**src/imuw_pkg.sv**
```systemverilog
`timescale 1ns / 1ps
// imuw_pkg: shared types and constants for the IMU sample health watchdog.
// No dependencies; used by the lane, health and top-level modules.
package imuw_pkg;

    // Input item kinds
    localparam logic KIND_SAMPLE = 1'b0;
    localparam logic KIND_REINIT = 1'b1;

    // Fault reason codes
    localparam logic [2:0] RS_NONE      = 3'd0;
    localparam logic [2:0] RS_NONFINITE = 3'd1;
    localparam logic [2:0] RS_ZERO      = 3'd2;
    localparam logic [2:0] RS_FLAT      = 3'd3;
    localparam logic [2:0] RS_DEGEN     = 3'd4;

    // Configuration register indexes
    localparam int CFG_IDX_W  = 3;
    localparam int CFG_DATA_W = 31;
    localparam logic [CFG_IDX_W-1:0] CFG_WATCH_ENABLE  = 3'd0;
    localparam logic [CFG_IDX_W-1:0] CFG_RECOVERY_CNT  = 3'd1;
    localparam logic [CFG_IDX_W-1:0] CFG_ZERO_CNT      = 3'd2;
    localparam logic [CFG_IDX_W-1:0] CFG_FLAT_CNT      = 3'd3;
    localparam logic [CFG_IDX_W-1:0] CFG_DEGEN_CNT     = 3'd4;
    localparam logic [CFG_IDX_W-1:0] CFG_TOLERANCE     = 3'd5;
    localparam logic [CFG_IDX_W-1:0] CFG_REINIT_LIMIT  = 3'd6;
    localparam logic [CFG_IDX_W-1:0] CFG_BACKOFF_MS    = 3'd7;

    // Widths
    localparam int LANES        = 6;
    localparam int CNT_W        = 16;
    localparam int TOL_W        = 31;
    localparam int TIME_W       = 64;
    localparam int TOTAL_W      = 32;
    localparam int BACKOFF_NS_W = 36;   // 65535 ms in ns fits in 36 bits
    localparam logic [19:0] NS_PER_MS = 20'd1000000;

    // Reset values of the configuration registers
    localparam logic              RST_WATCH_ENABLE = 1'b1;
    localparam logic [CNT_W-1:0]  RST_RECOVERY_CNT = 16'd10;
    localparam logic [CNT_W-1:0]  RST_ZERO_CNT     = 16'd3;
    localparam logic [CNT_W-1:0]  RST_FLAT_CNT     = 16'd50;
    localparam logic [CNT_W-1:0]  RST_DEGEN_CNT    = 16'd3;
    localparam logic [TOL_W-1:0]  RST_TOLERANCE    = 31'd66;
    localparam logic [CNT_W-1:0]  RST_REINIT_LIMIT = 16'd5;
    localparam logic [BACKOFF_NS_W-1:0] RST_BACKOFF_NS = 36'd1000000000;

    // Configuration as seen by the datapath
    typedef struct packed {
        logic                    watch_enable;
        logic [CNT_W-1:0]        recovery_cnt;
        logic [CNT_W-1:0]        zero_cnt;
        logic [CNT_W-1:0]        flat_cnt;
        logic [CNT_W-1:0]        degen_cnt;
        logic [TOL_W-1:0]        tolerance;
        logic [CNT_W-1:0]        reinit_limit;
        logic [BACKOFF_NS_W-1:0] backoff_ns;
    } t_cfg;

    // What one lane finds about its axis
    typedef struct packed {
        logic is_zero;      // axis value is exactly zero
        logic near_prev;    // within tolerance of the previous sample
        logic near_next;    // within tolerance of the next axis of its group
    } t_lane_flags;

    // One result beat
    typedef struct packed {
        logic [1:0]         health_state;
        logic [2:0]         fault_reason;
        logic               sample_invalid;
        logic               fault_onset;
        logic               reinit_request;
        logic [TOTAL_W-1:0] fault_total;
        logic [2:0]         last_reason;
    } t_result;

endpackage

```
**src/imuw_in_if.sv**
```systemverilog
`timescale 1ns / 1ps
// imuw_in_if: valid/ready channel carrying one IMU sample or reinit report.
// No dependencies.
interface imuw_in_if #(
    parameter int AXIS_BITS = 32
);
    logic                 valid;
    logic                 ready;
    logic                 kind;
    logic [AXIS_BITS-1:0] accel_x;
    logic [AXIS_BITS-1:0] accel_y;
    logic [AXIS_BITS-1:0] accel_z;
    logic [AXIS_BITS-1:0] gyro_x;
    logic [AXIS_BITS-1:0] gyro_y;
    logic [AXIS_BITS-1:0] gyro_z;
    logic                 value_bad;
    logic [63:0]          now_time;
    logic                 reinit_ok;

    modport source (
        output valid, kind, accel_x, accel_y, accel_z, gyro_x, gyro_y, gyro_z,
               value_bad, now_time, reinit_ok,
        input  ready
    );
    modport sink (
        input  valid, kind, accel_x, accel_y, accel_z, gyro_x, gyro_y, gyro_z,
               value_bad, now_time, reinit_ok,
        output ready
    );
endinterface

```
**src/imuw_out_if.sv**
```systemverilog
`timescale 1ns / 1ps
// imuw_out_if: valid/ready channel carrying one watchdog result.
// No dependencies.
interface imuw_out_if;
    logic        valid;
    logic        ready;
    logic [1:0]  health_state;
    logic [2:0]  fault_reason;
    logic        sample_invalid;
    logic        fault_onset;
    logic        reinit_request;
    logic [31:0] fault_total;
    logic [2:0]  last_reason;

    modport source (
        output valid, health_state, fault_reason, sample_invalid, fault_onset,
               reinit_request, fault_total, last_reason,
        input  ready
    );
    modport sink (
        input  valid, health_state, fault_reason, sample_invalid, fault_onset,
               reinit_request, fault_total, last_reason,
        output ready
    );
endinterface

```
**src/imuw_lane.sv**
```systemverilog
`timescale 1ns / 1ps
// imuw_lane: one axis lane; holds the previous value and does the zero,
// flatline and neighbor-equality compares. Depends on imuw_pkg.
module imuw_lane import imuw_pkg::*; #(
    parameter int AXIS_BITS = 32
) (
    input  logic                 i_clk,
    input  logic                 i_store,
    input  logic [AXIS_BITS-1:0] i_axis,
    input  logic [AXIS_BITS-1:0] i_neighbor,
    input  logic [TOL_W-1:0]     i_tolerance,
    output t_lane_flags          o_flags
);

    localparam int CMP_W = (AXIS_BITS > TOL_W) ? AXIS_BITS : TOL_W;
    localparam logic [AXIS_BITS-1:0] SIGN_BIT = {1'b1, {(AXIS_BITS-1){1'b0}}};

    logic [AXIS_BITS-1:0] r_prev;

    // |a - b| <= tol, on offset-binary keys so unsigned order is signed order
    function automatic logic near(input logic [AXIS_BITS-1:0] a,
                                  input logic [AXIS_BITS-1:0] b,
                                  input logic [TOL_W-1:0]     tol);
        logic [AXIS_BITS:0]   diff;
        logic [AXIS_BITS-1:0] mag;
        diff = {1'b0, a ^ SIGN_BIT} - {1'b0, b ^ SIGN_BIT};
        mag  = diff[AXIS_BITS] ? AXIS_BITS'(-diff) : diff[AXIS_BITS-1:0];
        return CMP_W'(mag) <= CMP_W'(tol);
    endfunction

    // previous sample, updated on every accepted sensor beat
    always_ff @(posedge i_clk) begin
        if (i_store) begin
            r_prev <= i_axis;
        end
    end

    always_comb begin
        o_flags.is_zero   = (i_axis == '0);
        o_flags.near_prev = near(i_axis, r_prev, i_tolerance);
        o_flags.near_next = near(i_axis, i_neighbor, i_tolerance);
    end

endmodule

```
**src/imuw_health.sv**
```systemverilog
`timescale 1ns / 1ps
// imuw_health: merges the lane flags into a classification and runs the
// health state machine, streak counters and reinit scheduling. Depends on imuw_pkg.
module imuw_health import imuw_pkg::*; #(
    parameter int RUN_BITS = 16
) (
    input  logic                    i_clk,
    input  logic                    i_rst_n,
    input  logic                    i_accept,
    input  logic                    i_kind,
    input  logic                    i_value_bad,
    input  logic [TIME_W-1:0]       i_now_time,
    input  logic                    i_reinit_ok,
    input  t_cfg                    i_cfg,
    input  t_lane_flags [LANES-1:0] i_lanes,
    output t_result                 o_result
);

    localparam int RCMP_W = (RUN_BITS > CNT_W) ? RUN_BITS : CNT_W;

    typedef enum logic [1:0] {
        HEALTHY    = 2'd0,
        SUSPECT    = 2'd1,
        FAULTED    = 2'd2,
        RECOVERING = 2'd3
    } t_mode;

    t_mode               r_mode,        n_mode;
    logic                r_prev_valid,  n_prev_valid;
    logic [RUN_BITS-1:0] r_zero_run,    n_zero_run;
    logic [RUN_BITS-1:0] r_flat_run,    n_flat_run;
    logic [RUN_BITS-1:0] r_degen_run,   n_degen_run;
    logic [RUN_BITS-1:0] r_healthy_run, n_healthy_run;
    logic [RUN_BITS-1:0] r_tries,       n_tries;
    logic [TIME_W-1:0]   r_next_time,   n_next_time;
    logic [TOTAL_W-1:0]  r_entries,     n_entries;
    logic [2:0]          r_latest,      n_latest;

    function automatic logic [RUN_BITS-1:0] run_inc(input logic [RUN_BITS-1:0] r);
        return (r == '1) ? r : r + 1'b1;
    endfunction

    // merge of the lane flags
    logic [LANES-1:0] zero_vec;
    logic [LANES-1:0] prev_vec;
    logic             all_zero;
    logic             degen;
    logic             flat;

    always_comb begin
        for (int i = 0; i < LANES; i++) begin
            zero_vec[i] = i_lanes[i].is_zero;
            prev_vec[i] = i_lanes[i].near_prev;
        end
        all_zero = &zero_vec;
        // accel x~y~z chained, gyro x~y~z chained
        degen    = i_lanes[0].near_next & i_lanes[1].near_next &
                   i_lanes[3].near_next & i_lanes[4].near_next;
        flat     = r_prev_valid & (&prev_vec);
    end

    // next state and result
    logic [2:0]          reason;
    logic                invalid;
    logic                entered;
    logic                request;
    logic                do_fault;
    logic                fault_or_recov;
    logic [RUN_BITS-1:0] bumped;
    logic [CNT_W-1:0]    limit;
    logic [RUN_BITS-1:0] good_run;

    always_comb begin
        n_mode        = r_mode;
        n_prev_valid  = r_prev_valid;
        n_zero_run    = r_zero_run;
        n_flat_run    = r_flat_run;
        n_degen_run   = r_degen_run;
        n_healthy_run = r_healthy_run;
        n_tries       = r_tries;
        n_next_time   = r_next_time;
        n_entries     = r_entries;
        n_latest      = r_latest;
        reason        = RS_NONE;
        invalid       = 1'b0;
        entered       = 1'b0;
        request       = 1'b0;
        do_fault      = 1'b0;
        bumped        = '0;
        limit         = '0;
        good_run      = '0;
        fault_or_recov = 1'b0;

        if (i_kind == KIND_REINIT) begin
            // reinit report: count attempt, arm backoff, pick new state
            if (i_cfg.watch_enable) begin
                n_tries     = run_inc(r_tries);
                n_next_time = i_now_time + TIME_W'(i_cfg.backoff_ns);
                n_mode      = i_reinit_ok ? RECOVERING : FAULTED;
            end
        end else if (!i_cfg.watch_enable) begin
            n_prev_valid = !i_value_bad;
        end else begin
            // classify by priority
            if (i_value_bad) begin
                reason = RS_NONFINITE;
            end else if (all_zero) begin
                reason = RS_ZERO;
            end else if (degen) begin
                reason = RS_DEGEN;
            end else if (flat) begin
                reason = RS_FLAT;
            end

            if (reason == RS_NONE) begin
                n_zero_run  = '0;
                n_flat_run  = '0;
                n_degen_run = '0;
                if (r_mode == FAULTED || r_mode == RECOVERING) begin
                    good_run = run_inc(r_healthy_run);
                    invalid  = 1'b1;
                    if (RCMP_W'(good_run) >= RCMP_W'(i_cfg.recovery_cnt)) begin
                        n_mode        = HEALTHY;
                        n_healthy_run = '0;
                        n_tries       = '0;
                        invalid       = 1'b0;
                    end else begin
                        n_mode        = RECOVERING;
                        n_healthy_run = good_run;
                    end
                end else begin
                    n_mode        = HEALTHY;
                    n_healthy_run = '0;
                end
            end else begin
                n_healthy_run = '0;
                case (reason)
                    RS_ZERO: begin
                        bumped     = run_inc(r_zero_run);
                        limit      = i_cfg.zero_cnt;
                        n_zero_run = bumped;
                        do_fault   = RCMP_W'(bumped) >= RCMP_W'(limit);
                    end
                    RS_FLAT: begin
                        bumped     = run_inc(r_flat_run);
                        limit      = i_cfg.flat_cnt;
                        n_flat_run = bumped;
                        do_fault   = RCMP_W'(bumped) >= RCMP_W'(limit);
                    end
                    RS_DEGEN: begin
                        bumped      = run_inc(r_degen_run);
                        limit       = i_cfg.degen_cnt;
                        n_degen_run = bumped;
                        do_fault    = RCMP_W'(bumped) >= RCMP_W'(limit);
                    end
                    default: begin
                        // non-finite faults at once
                        do_fault = 1'b1;
                    end
                endcase

                if (do_fault) begin
                    n_mode        = FAULTED;
                    n_latest      = reason;
                    n_next_time   = i_now_time;
                    n_entries     = (r_entries == '1) ? r_entries : r_entries + 1'b1;
                    n_zero_run    = '0;
                    n_flat_run    = '0;
                    n_degen_run   = '0;
                    n_healthy_run = '0;
                    entered       = 1'b1;
                end else if (r_mode == HEALTHY) begin
                    n_mode = SUSPECT;
                end
                invalid = (n_mode == FAULTED || n_mode == RECOVERING);
            end

            // reinit request: bad state, attempts left, backoff expired or fault just entered
            fault_or_recov = (n_mode == FAULTED || n_mode == RECOVERING);
            request = fault_or_recov &&
                      (i_cfg.reinit_limit == '0 ||
                       RCMP_W'(n_tries) < RCMP_W'(i_cfg.reinit_limit)) &&
                      (entered || i_now_time >= r_next_time);
            n_prev_valid = !i_value_bad;
        end

        o_result.health_state   = n_mode;
        o_result.fault_reason   = reason;
        o_result.sample_invalid = invalid;
        o_result.fault_onset    = entered;
        o_result.reinit_request = request;
        o_result.fault_total    = n_entries;
        o_result.last_reason    = n_latest;
    end

    // state registers
    always_ff @(posedge i_clk) begin
        if (!i_rst_n) begin
            r_mode        <= HEALTHY;
            r_prev_valid  <= 1'b0;
            r_zero_run    <= '0;
            r_flat_run    <= '0;
            r_degen_run   <= '0;
            r_healthy_run <= '0;
            r_tries       <= '0;
            r_next_time   <= '0;
            r_entries     <= '0;
            r_latest      <= RS_NONE;
        end else if (i_accept) begin
            r_mode        <= n_mode;
            r_prev_valid  <= n_prev_valid;
            r_zero_run    <= n_zero_run;
            r_flat_run    <= n_flat_run;
            r_degen_run   <= n_degen_run;
            r_healthy_run <= n_healthy_run;
            r_tries       <= n_tries;
            r_next_time   <= n_next_time;
            r_entries     <= n_entries;
            r_latest      <= n_latest;
        end
    end

endmodule

```
**src/imu_sample_health_watchdog.sv**
```systemverilog
`timescale 1ns / 1ps
// IMU sample health watchdog top level; uses imuw_pkg, the channel interfaces,
// imuw_lane and imuw_health. An accepted beat's result is registered and offered in the
// cycle after. Throughput: 1 beat per cycle; lanes and health update are combinational, and a
// new beat enters in the cycle the held result is taken (a stalled result holds it off).
// Reset (synchronous, active low) clears health state, counters and output valid,
// and loads the configuration defaults.
module imu_sample_health_watchdog import imuw_pkg::*; #(
    parameter int AXIS_BITS = 32,
    parameter int RUN_BITS  = 16
) (
    input  logic                  i_clk,
    input  logic                  i_rst_n,
    input  logic                  i_cfg_we,
    input  logic [CFG_IDX_W-1:0]  i_cfg_index,
    input  logic [CFG_DATA_W-1:0] i_cfg_data,
    imuw_in_if.sink               i_sample,
    imuw_out_if.source            o_result
);

    // configuration registers
    t_cfg r_cfg, n_cfg;

    always_comb begin
        n_cfg = r_cfg;
        unique case (i_cfg_index)
            CFG_WATCH_ENABLE: n_cfg.watch_enable = i_cfg_data[0];
            CFG_RECOVERY_CNT: n_cfg.recovery_cnt = i_cfg_data[CNT_W-1:0];
            CFG_ZERO_CNT:     n_cfg.zero_cnt     = i_cfg_data[CNT_W-1:0];
            CFG_FLAT_CNT:     n_cfg.flat_cnt     = i_cfg_data[CNT_W-1:0];
            CFG_DEGEN_CNT:    n_cfg.degen_cnt    = i_cfg_data[CNT_W-1:0];
            CFG_TOLERANCE:    n_cfg.tolerance    = i_cfg_data[TOL_W-1:0];
            CFG_REINIT_LIMIT: n_cfg.reinit_limit = i_cfg_data[CNT_W-1:0];
            // backoff kept in ns so the item path only adds
            CFG_BACKOFF_MS:   n_cfg.backoff_ns   =
                BACKOFF_NS_W'(i_cfg_data[CNT_W-1:0]) * BACKOFF_NS_W'(NS_PER_MS);
            default:          n_cfg = r_cfg;
        endcase
    end

    always_ff @(posedge i_clk) begin
        if (!i_rst_n) begin
            r_cfg.watch_enable <= RST_WATCH_ENABLE;
            r_cfg.recovery_cnt <= RST_RECOVERY_CNT;
            r_cfg.zero_cnt     <= RST_ZERO_CNT;
            r_cfg.flat_cnt     <= RST_FLAT_CNT;
            r_cfg.degen_cnt    <= RST_DEGEN_CNT;
            r_cfg.tolerance    <= RST_TOLERANCE;
            r_cfg.reinit_limit <= RST_REINIT_LIMIT;
            r_cfg.backoff_ns   <= RST_BACKOFF_NS;
        end else if (i_cfg_we) begin
            r_cfg <= n_cfg;
        end
    end

    // handshake: output register frees itself when its beat is taken
    logic    r_out_valid;
    t_result r_result;
    t_result n_result;
    logic    accept;

    assign i_sample.ready = !r_out_valid || o_result.ready;
    assign accept         = i_sample.valid && i_sample.ready;

    // axis lanes
    logic [AXIS_BITS-1:0]    axis [LANES];
    t_lane_flags [LANES-1:0] lane_flags;
    logic                    store_prev;

    assign axis[0]    = i_sample.accel_x;
    assign axis[1]    = i_sample.accel_y;
    assign axis[2]    = i_sample.accel_z;
    assign axis[3]    = i_sample.gyro_x;
    assign axis[4]    = i_sample.gyro_y;
    assign axis[5]    = i_sample.gyro_z;
    assign store_prev = accept && (i_sample.kind == KIND_SAMPLE);

    for (genvar g = 0; g < LANES; g++) begin : g_lane
        // last axis of each group of three compares with itself (unused)
        localparam int NB = ((g % 3) == 2) ? g : g + 1;
        imuw_lane #(
            .AXIS_BITS (AXIS_BITS)
        ) u_lane (
            .i_clk       (i_clk),
            .i_store     (store_prev),
            .i_axis      (axis[g]),
            .i_neighbor  (axis[NB]),
            .i_tolerance (r_cfg.tolerance),
            .o_flags     (lane_flags[g])
        );
    end

    // merge and health state machine
    imuw_health #(
        .RUN_BITS (RUN_BITS)
    ) u_health (
        .i_clk       (i_clk),
        .i_rst_n     (i_rst_n),
        .i_accept    (accept),
        .i_kind      (i_sample.kind),
        .i_value_bad (i_sample.value_bad),
        .i_now_time  (i_sample.now_time),
        .i_reinit_ok (i_sample.reinit_ok),
        .i_cfg       (r_cfg),
        .i_lanes     (lane_flags),
        .o_result    (n_result)
    );

    // output register
    always_ff @(posedge i_clk) begin
        if (!i_rst_n) begin
            r_out_valid <= 1'b0;
        end else if (accept) begin
            r_out_valid <= 1'b1;
        end else if (o_result.ready) begin
            r_out_valid <= 1'b0;
        end
    end

    always_ff @(posedge i_clk) begin
        if (accept) begin
            r_result <= n_result;
        end
    end

    assign o_result.valid          = r_out_valid;
    assign o_result.health_state   = r_result.health_state;
    assign o_result.fault_reason   = r_result.fault_reason;
    assign o_result.sample_invalid = r_result.sample_invalid;
    assign o_result.fault_onset    = r_result.fault_onset;
    assign o_result.reinit_request = r_result.reinit_request;
    assign o_result.fault_total    = r_result.fault_total;
    assign o_result.last_reason    = r_result.last_reason;

endmodule
```
**src/flat_wrapper.sv**
```systemverilog
// flat-port wrapper written by rule: the top's interface ports become plain ports
module imu_sample_health_watchdog_flat import imuw_pkg::*;
#(
    parameter int AXIS_BITS = 32,
    parameter int RUN_BITS  = 16
)
  (i_clk, i_rst_n, i_cfg_we, i_cfg_index, i_cfg_data, i_sample_valid, i_sample_kind, i_sample_accel_x, i_sample_accel_y, i_sample_accel_z, i_sample_gyro_x, i_sample_gyro_y, i_sample_gyro_z, i_sample_value_bad, i_sample_now_time, i_sample_reinit_ok, i_sample_ready, o_result_valid, o_result_health_state, o_result_fault_reason, o_result_sample_invalid, o_result_fault_onset, o_result_reinit_request, o_result_fault_total, o_result_last_reason, o_result_ready);
  imuw_in_if #(.AXIS_BITS(AXIS_BITS)) i_sample_i ();
  imuw_out_if o_result_i ();
  input  logic i_clk;
  input  logic i_rst_n;
  input  logic i_cfg_we;
  input  logic [CFG_IDX_W-1:0] i_cfg_index;
  input  logic [CFG_DATA_W-1:0] i_cfg_data;
  input wire logic [$bits(i_sample_i.valid)-1:0] i_sample_valid;
  input wire logic [$bits(i_sample_i.kind)-1:0] i_sample_kind;
  input wire logic [$bits(i_sample_i.accel_x)-1:0] i_sample_accel_x;
  input wire logic [$bits(i_sample_i.accel_y)-1:0] i_sample_accel_y;
  input wire logic [$bits(i_sample_i.accel_z)-1:0] i_sample_accel_z;
  input wire logic [$bits(i_sample_i.gyro_x)-1:0] i_sample_gyro_x;
  input wire logic [$bits(i_sample_i.gyro_y)-1:0] i_sample_gyro_y;
  input wire logic [$bits(i_sample_i.gyro_z)-1:0] i_sample_gyro_z;
  input wire logic [$bits(i_sample_i.value_bad)-1:0] i_sample_value_bad;
  input wire logic [$bits(i_sample_i.now_time)-1:0] i_sample_now_time;
  input wire logic [$bits(i_sample_i.reinit_ok)-1:0] i_sample_reinit_ok;
  output wire logic [$bits(i_sample_i.ready)-1:0] i_sample_ready;
  output wire logic [$bits(o_result_i.valid)-1:0] o_result_valid;
  output wire logic [$bits(o_result_i.health_state)-1:0] o_result_health_state;
  output wire logic [$bits(o_result_i.fault_reason)-1:0] o_result_fault_reason;
  output wire logic [$bits(o_result_i.sample_invalid)-1:0] o_result_sample_invalid;
  output wire logic [$bits(o_result_i.fault_onset)-1:0] o_result_fault_onset;
  output wire logic [$bits(o_result_i.reinit_request)-1:0] o_result_reinit_request;
  output wire logic [$bits(o_result_i.fault_total)-1:0] o_result_fault_total;
  output wire logic [$bits(o_result_i.last_reason)-1:0] o_result_last_reason;
  input wire logic [$bits(o_result_i.ready)-1:0] o_result_ready;
  assign i_sample_i.valid = i_sample_valid;
  assign i_sample_i.kind = i_sample_kind;
  assign i_sample_i.accel_x = i_sample_accel_x;
  assign i_sample_i.accel_y = i_sample_accel_y;
  assign i_sample_i.accel_z = i_sample_accel_z;
  assign i_sample_i.gyro_x = i_sample_gyro_x;
  assign i_sample_i.gyro_y = i_sample_gyro_y;
  assign i_sample_i.gyro_z = i_sample_gyro_z;
  assign i_sample_i.value_bad = i_sample_value_bad;
  assign i_sample_i.now_time = i_sample_now_time;
  assign i_sample_i.reinit_ok = i_sample_reinit_ok;
  assign i_sample_ready = i_sample_i.ready;
  assign o_result_valid = o_result_i.valid;
  assign o_result_health_state = o_result_i.health_state;
  assign o_result_fault_reason = o_result_i.fault_reason;
  assign o_result_sample_invalid = o_result_i.sample_invalid;
  assign o_result_fault_onset = o_result_i.fault_onset;
  assign o_result_reinit_request = o_result_i.reinit_request;
  assign o_result_fault_total = o_result_i.fault_total;
  assign o_result_last_reason = o_result_i.last_reason;
  assign o_result_i.ready = o_result_ready;
  imu_sample_health_watchdog #(.AXIS_BITS(AXIS_BITS), .RUN_BITS(RUN_BITS)) u_core (.i_clk(i_clk), .i_rst_n(i_rst_n), .i_cfg_we(i_cfg_we), .i_cfg_index(i_cfg_index), .i_cfg_data(i_cfg_data), .i_sample(i_sample_i), .o_result(o_result_i));
endmodule
```
**config.mk**
```make
export PLATFORM = sky130hd
export DESIGN_NAME = imu_sample_health_watchdog_flat
export DESIGN_NICKNAME = d
export VERILOG_FILES = /design/src/imuw_pkg.sv /design/src/imuw_in_if.sv /design/src/imuw_out_if.sv /design/src/imuw_lane.sv /design/src/imuw_health.sv /design/src/imu_sample_health_watchdog.sv /design/src/flat_wrapper.sv
export SDC_FILE = /design/constraint.sdc
export NUM_CORES = 2
export LEC_CHECK = 0
export BUFFER_PORTS_ARGS = -buffer_cell sky130_fd_sc_hd__buf_4
export CORE_UTILIZATION = 50
export DETAILED_ROUTE_END_ITERATION = 12
export GPL_ROUTABILITY_DRIVEN = 1
export PLACE_DENSITY = 0.68
export RECOVER_POWER = 25
export REMOVE_ABC_BUFFERS = 1
export SETUP_SLACK_MARGIN = 0.4
export SYNTH_ARGS = -nofsm -noshare
export SYNTH_HDL_FRONTEND = slang
export SYNTH_SLANG_ARGS = --single-unit
```
**constraint.sdc**
```tcl
create_clock -name i_clk -period 12.57 [get_ports i_clk]
set_clock_uncertainty 0.2 [all_clocks]
set_input_delay 2.514 -clock i_clk [delete_from_list [all_inputs] [get_ports i_clk]]
set_output_delay 2.514 -clock i_clk [all_outputs]
set_load 0.03 [all_outputs]
```
# Yosys cells after proc, flatten, opt, wreduce, memory -nomap -nowiden
# Cells that the tools add are included.
[word_totals]
elab_cells = 245
ramBits = 0
latchBits = 0
output_inout_bits = 45
mem_count = 0
input_bits = 298
reg_bits = 560
mem_bits_ro = 0
[classes]
n_shift = 0
mux = 82
n_addsub = 27
bitwise_logic = 18
eq_ne = 24
multipliers = 1
n_lt_le_gt_ge = 16
n_div = 0
n_reduce_logical = 45
[op_table]
columns = ["cell", "n"]
rows = [
  ["$mux 32", 15],
  ["$mux 16", 25],
  ["$sub 32x32->33", 10],
  ["$le 32x31->1", 10],
  ["$mux 64", 5],
  ["$neg 32->32", 10],
  ["$logic_not 32->1", 6],
  ["$add 16x1->16 const B", 5],
  ["$eq 16x16->1 const B", 5],
  ["$add 64x36->64", 1],
  ["$ge 16x16->1", 4],
  ["$ge 64x64->1", 1],
  ["$add 32x1->32 const B", 1],
  ["$eq 32x32->1 const B", 1],
  ["$mul 16x14->30 const B", 1],
  ["$mux 2", 14],
  ["$mux 3", 9],
  ["$reduce_and 2->1", 9],
  ["$logic_not 16->1", 1],
  ["$lt 16x16->1", 1],
  ["$reduce_and 4->1", 4],
  ["$eq 3x3->1 const B", 5],
  ["$not 1->1", 14],
  ["$mux 1", 13],
  ["other kinds (16)", 43],
]

# Longest topological paths before layout
[depth]
word_depth = 29
ltp_mapped = 46
mapped_depth_nobuf = 44

# Hierarchy
# A second synthesis with hierarchy kept.
[unflattened]
hier_cells = 9784
hier_area_um2 = 75437.4
[modules_own_cells]
columns = ["module", "cells_per_inst", "seq_area_each_um2", "area_each_um2", "n_inst"]
rows = [
  ["imuw_lane (u_core.g_lane[2].u_lane ...)", 1116, 960.9, 8303.0, 3],
  ["imuw_health", 2172, 3643.5, 16203.0, 1],
  ["imuw_lane (u_core.g_lane[0].u_lane ...)", 1049, 960.9, 7960.1, 2],
  ["imu_sample_health_watchdog", 1067, 4154.0, 10223.6, 1],
  ["imuw_lane (u_core.g_lane[5].u_lane)", 1099, 960.9, 8181.6, 1],
]

# Least setup slack after synthesis
# No wires, ideal clock.
[synth_path]
path_type = "input -> register"
startpoint = "input o_result_ready"
endpoint = "register u_core.u_health.r_prev_valid"
setup_slack_ps = 403
required_time_ps = 11891
setup_time_ps = 479
arrival_time_ps = 11488
stages = 4
n_path_buf = 0
cell_sequence = "nand2b_1 nand2_1 nor2_1 a211oi_1"
[synth_between]
elab_chain_cells = 3
[synth_rtl]
columns = ["item", "line", "text"]
rows = [
  ["start: declaration", "flat_wrapper.sv:35", "input wire logic [$bits(o_result_i.ready)-1:0] o_result_ready;"],
  ["$logic_or 1x1->1", "imu_sample_health_watchdog.sv:62", "assign i_sample.ready = !r_out_valid || o_result.ready;"],
  ["$logic_and 1x1->1", "imu_sample_health_watchdog.sv:63", "assign accept = i_sample.valid && i_sample.ready;"],
  ["$reduce_and 2->1 (no source line)", "--", ""],
  ["end signal: assignment", "imuw_health.sv:211", "r_prev_valid <= n_prev_valid;"],
  ["end: declaration", "imuw_health.sv:29", "logic r_prev_valid, n_prev_valid;"],
]
# No other way between the ends.
# A chain may end at the register's enable or synchronous reset.

# Final worst setup path
[layout_path]
startpoint = "input i_sample_gyro_x[2]"
endpoint = "register u_core.r_result (netlist bit u_core.o_result.reinit_request) (data pin)"
[layout_between]
elab_chain_cells = 28
elab_cells_between_ends = 50
[layout_rtl]
columns = ["item", "line", "text"]
rows = [
  ["start: declaration", "flat_wrapper.sv:20", "input wire logic [$bits(i_sample_i.gyro_x)-1:0] i_sample_gyro_x;"],
  ["$sub 32x32->33", "imuw_lane.sv:26", "diff = {1'b0, a ^ SIGN_BIT} - {1'b0, b ^ SIGN_BIT};"],
  ["$neg 32->32", "imuw_lane.sv:27", "mag = diff[AXIS_BITS] ? AXIS_BITS'(-diff) : diff[AXIS_BITS-1:0];"],
  ["$mux 32", "imuw_lane.sv:27", ""],
  ["$le 32x31->1", "imuw_lane.sv:28", "return CMP_W'(mag) <= CMP_W'(tol);"],
  ["$reduce_and 6->1", "imuw_health.sv:59", "flat = r_prev_valid & (&prev_vec);"],
  ["$and 1x1->1", "imuw_health.sv:59", ""],
  ["$mux 2", "imuw_health.sv:111", "end else if (flat) begin"],
  ["$mux 3", "imuw_health.sv:109", "end else if (degen) begin"],
  ["[12 not listed]", "--", ""],
  ["$mux 2", "imuw_health.sv:94", "if (i_kind == KIND_REINIT) begin"],
  ["$mux 2", "imuw_health.sv:115", "if (reason == RS_NONE) begin"],
  ["$mux 2", "imuw_health.sv:101", "end else if (!i_cfg.watch_enable) begin"],
  ["$mux 2", "imuw_health.sv:94", ""],
  ["$eq 2x2->1", "imuw_health.sv:179", "fault_or_recov = (n_mode == FAULTED || n_mode == RECOVERING);"],
  ["$logic_or 1x1->1", "imuw_health.sv:179", ""],
  ["$logic_and 1x1->1", "imuw_health.sv:180", "request = fault_or_recov &&"],
  ["$logic_and 1x1->1 *", "imuw_health.sv:182", "RCMP_W'(n_tries) < RCMP_W'(i_cfg.reinit_limit)) &&"],
  ["end signal: assignment", "imu_sample_health_watchdog.sv:122", "r_result <= n_result;"],
  ["end: declaration", "imu_sample_health_watchdog.sv:58", "t_result r_result;"],
]
# Mark *: on every way between the ends. The rest lies on a longest branch, timed or not. The select of a mux whose other input is x is not followed.

==> results_dict.tcl <==
set metrics [dict create \
    stdcell_area_sq_um 70870 \
    yosysTopAreaCell "ha_1" \
    max-vdd-ir-drop_mv 0.2427 \
    topRoutingLayerUsed "met5" \
    numCtsBuffers 74 \
    antenna_found_initial 19 \
    synthCells 8095 \
    end_kind "flip-flop" \
    min_period_over_period 0.9381 \
    ys_seq_elements 560 \
    pin_count 343 \
    clockBufferDepth 3 \
    clkTransAtPathRegs_ns 0.06 \
    holdWs_ns 0.2519 \
    worst_path_most_repeated_cell "a21oi_1" \
    synthArstFlopShare 0 \
    grt-ovfl-total 0 \
    hp-class "flip-flop to flip-flop" \
    postRouteAntennaNets 0 \
    cp.arrival_ns 12.10 \
    r2r_slack_ns 2.78 \
    ys_seq_area_frac 0.2103 \
    cts_tree "built" \
    status "finished with violations" \
    portBuffers 342 \
    grt_pass1_wl_microns 334800 \
    wl_per_cell_microns 21.67 \
    startpoint "i_sample_gyro_x[2]" \
    drc 0 \
    cp_max_fo 15 \
    clock_latency_ns 0.69 \
    wl_met3_microns 17030 \
    start_util 0.5046 \
    die-width_microns 361.2 \
    drt-met1-wl_microns 91870 \
    yosys_warnings 0 \
    drive_gt1_frac 0.06286 \
    setup_violations 0 \
    rsz0062_at_grt "no" \
    post-route-util 0.5543 \
    fmax_ghz 0.08481 \
    synth-simple-area-share 0.2136 \
    gp_congestion 0.9791 \
    first_iter_violations 4699 \
    muxShareOfSynthArea 0.01140 \
    wl_met2_microns 98470 \
    slew_viol_final 88 \
    max_stage_delay_ns 0.73 \
    fin_nets 9659 \
    synth_area_leaders "ha_1 (18%), edfxtp_1 (11%), dfxtp_1 (10%)" \
    yosysMostFrequentCell "ha_1" \
    synth_xor_area_frac 0.09219 \
    viasPerCell 6.131 \
    worstMarginPinSlew_ns 3.729 \
    post_cts_buffers 0 \
    crit_type "primary input to flip-flop" \
    groute.usage.overall 0.3263 \
    fin_tns_setup_ns 0 \
    die-area_sq_um 130500 \
    clockRootBuffer "clkbuf_16" \
    crit_slowest_cell "a2111oi_0" \
    p_leak_nw 29.93 \
    period_needed_ns 11.79 \
    area.growth.synth_to_final_pct 9.855 \
    finalHoldViolations 0 \
    dr_total_vias 61940 \
    maxCapViolations 1 \
    synthDominantCellAreaShare 0.1792 \
    reg2reg_to "u_core.o_result.reinit_request" \
    cts_sinks 560 \
    reg2reg_depth 41 \
    drt_pre_antenna_iters 8 \
    dpl_cell_area_sq_um 68930 \
    slew_headroom -1.486 \
    worstReg2RegStart "u_core.g_lane[2].u_lane.r_prev[0]" \
    ys_types 118 \
    worstHoldPathCells 2 \
    grt_max_degree 91 \
    synth-edff-count 235 \
    cp.required_ns 12.88 \
    start_kind "primary input" \
    cts_hold_buf 0 \
    violations "max-capacitance violations, max-slew violations" \
    hpwl_microns 169000 \
    yosys-top-cells-count "ha_1 (924), nand2_1 (782), a21oi_1 (664)" \
    synth_top_family_by_area "compound AO/OA/AOI/OAI gates" \
    syn-cell-area_sq_um 64510 \
    drt-total-wl_microns 218900 \
    synthAdderAreaFrac 0.1997 \
    coreArea_sq_um 127800 \
    yosys_most_used_dff "dfxtp_1" \
    synth_compound_area_frac 0.2192 \
    dp_slack_ns 0.5194 \
    powerDensity_nw_per_um2 116.4 \
    die_h_microns 361.2 \
    num_rows 131 \
    avgSynthCellArea_sq_um 7.969 \
    fin_ws_ns 0.7784 \
    htreeDepth 3 \
    endpoint "u_core.o_result.reinit_request" \
    grt_pass1_vias 59140 \
]
## power breakdown
part           internal, W  total, W  switching, W
Clock              0.00134   0.00228      0.000942
Combinational      0.00165   0.00396       0.00231
Sequential         0.00197   0.00200     0.0000324
Total              0.00496   0.00825       0.00329
## registers in the layout, summed over array words and instances (netlist names), 32 cells and up
signal,flops
u_core.o_result.fault_total,32
u_core.u_health.r_entries,32
u_core.g_lane.u_lane.r_prev,192
u_core.u_health.r_next_time,64
u_core.r_cfg,142
## per-layer routing
metal  global-route usage  vias to the layer above
met1               0.4221                    29340
li1                     -                    29960
met3              0.04653                      496
met4               0.1503                       22
met2               0.5357                     2112
met5                    0                        -
## timing repair
item / in CTS / in global routing
setup endpoints to repair: 0 / 1
hold endpoints to repair: 0 / 0
resized for setup: 0 / 4
## cell type report
cell class	instances	area, sq um
antenna	8	20.02
sequential	560	13560
tap	1662	2079
clock inverter	41	556.8
multi-input combinational	6638	47530
clock buffer	96	2058
inverter	662	2490
timing repair buffer	435	2565
fill	12160	56980
## kinds of logic after synthesis
logic type | after synthesis
and+or+nand+nor | 2741
AOI/OAI and AO/OA | 2156
adders and majority gates | 990
buffers and inverters | 897
xor gates and xnor gates | 679
DFF | 560
muxes | 72
## worst min path at each step
stage	start	to	slack, ns
finish	u_core.r_cfg[59]	u_core.r_cfg[59]	0.25
detailed placement	u_core.u_health.r_next_time[10]	u_core.u_health.r_next_time[10]	0.25
CTS	u_core.r_cfg[66]	u_core.r_cfg[66]	0.25
global route	u_core.r_cfg[105]	u_core.r_cfg[105]	0.27
floorplan	u_core.u_health.r_next_time[10]	u_core.u_health.r_next_time[10]	0.23
global placement	u_core.u_health.r_next_time[10]	u_core.u_health.r_next_time[10]	0.24
## per-stage QoR
stage | power (W) | std cells
floorplan | 0.004935 | 7860
global placement | 0.005898 | 9957
detailed placement | 0.005962 | 9957
CTS | 0.008288 | 10090
global route | 0.008828 | 10090
finish | 0.008249 | 10100
## cells in the final DEF, fill, tap and decap left out, types with 118 or more instances in the layout
cell,count
nor2b_1,118
nor2_1,513
xor2_1,231
dfxtp_1,325
nor3_1,159
a21oi_1,663
edfxtp_1,235
ha_1,924
xnor2_1,448
clkbuf_1,203
nand2_1,782
inv_1,660
buf_4,244
o21ai_0,382
a21o_1,283
nand4_1,173
nand3_1,279
nand2b_1,122
## worst max-delay path, delay by kind of cell
family,cells,cell delay (ns)
AOI/OAI and AO/OA,19,4.88
and+or+nand+nor,14,2.37
buffers and inverters,3,0.96
adders and majority gates,3,0.93
xor gates and xnor gates,2,0.42
No activity file was read; power rests on OpenSTA's default activity.
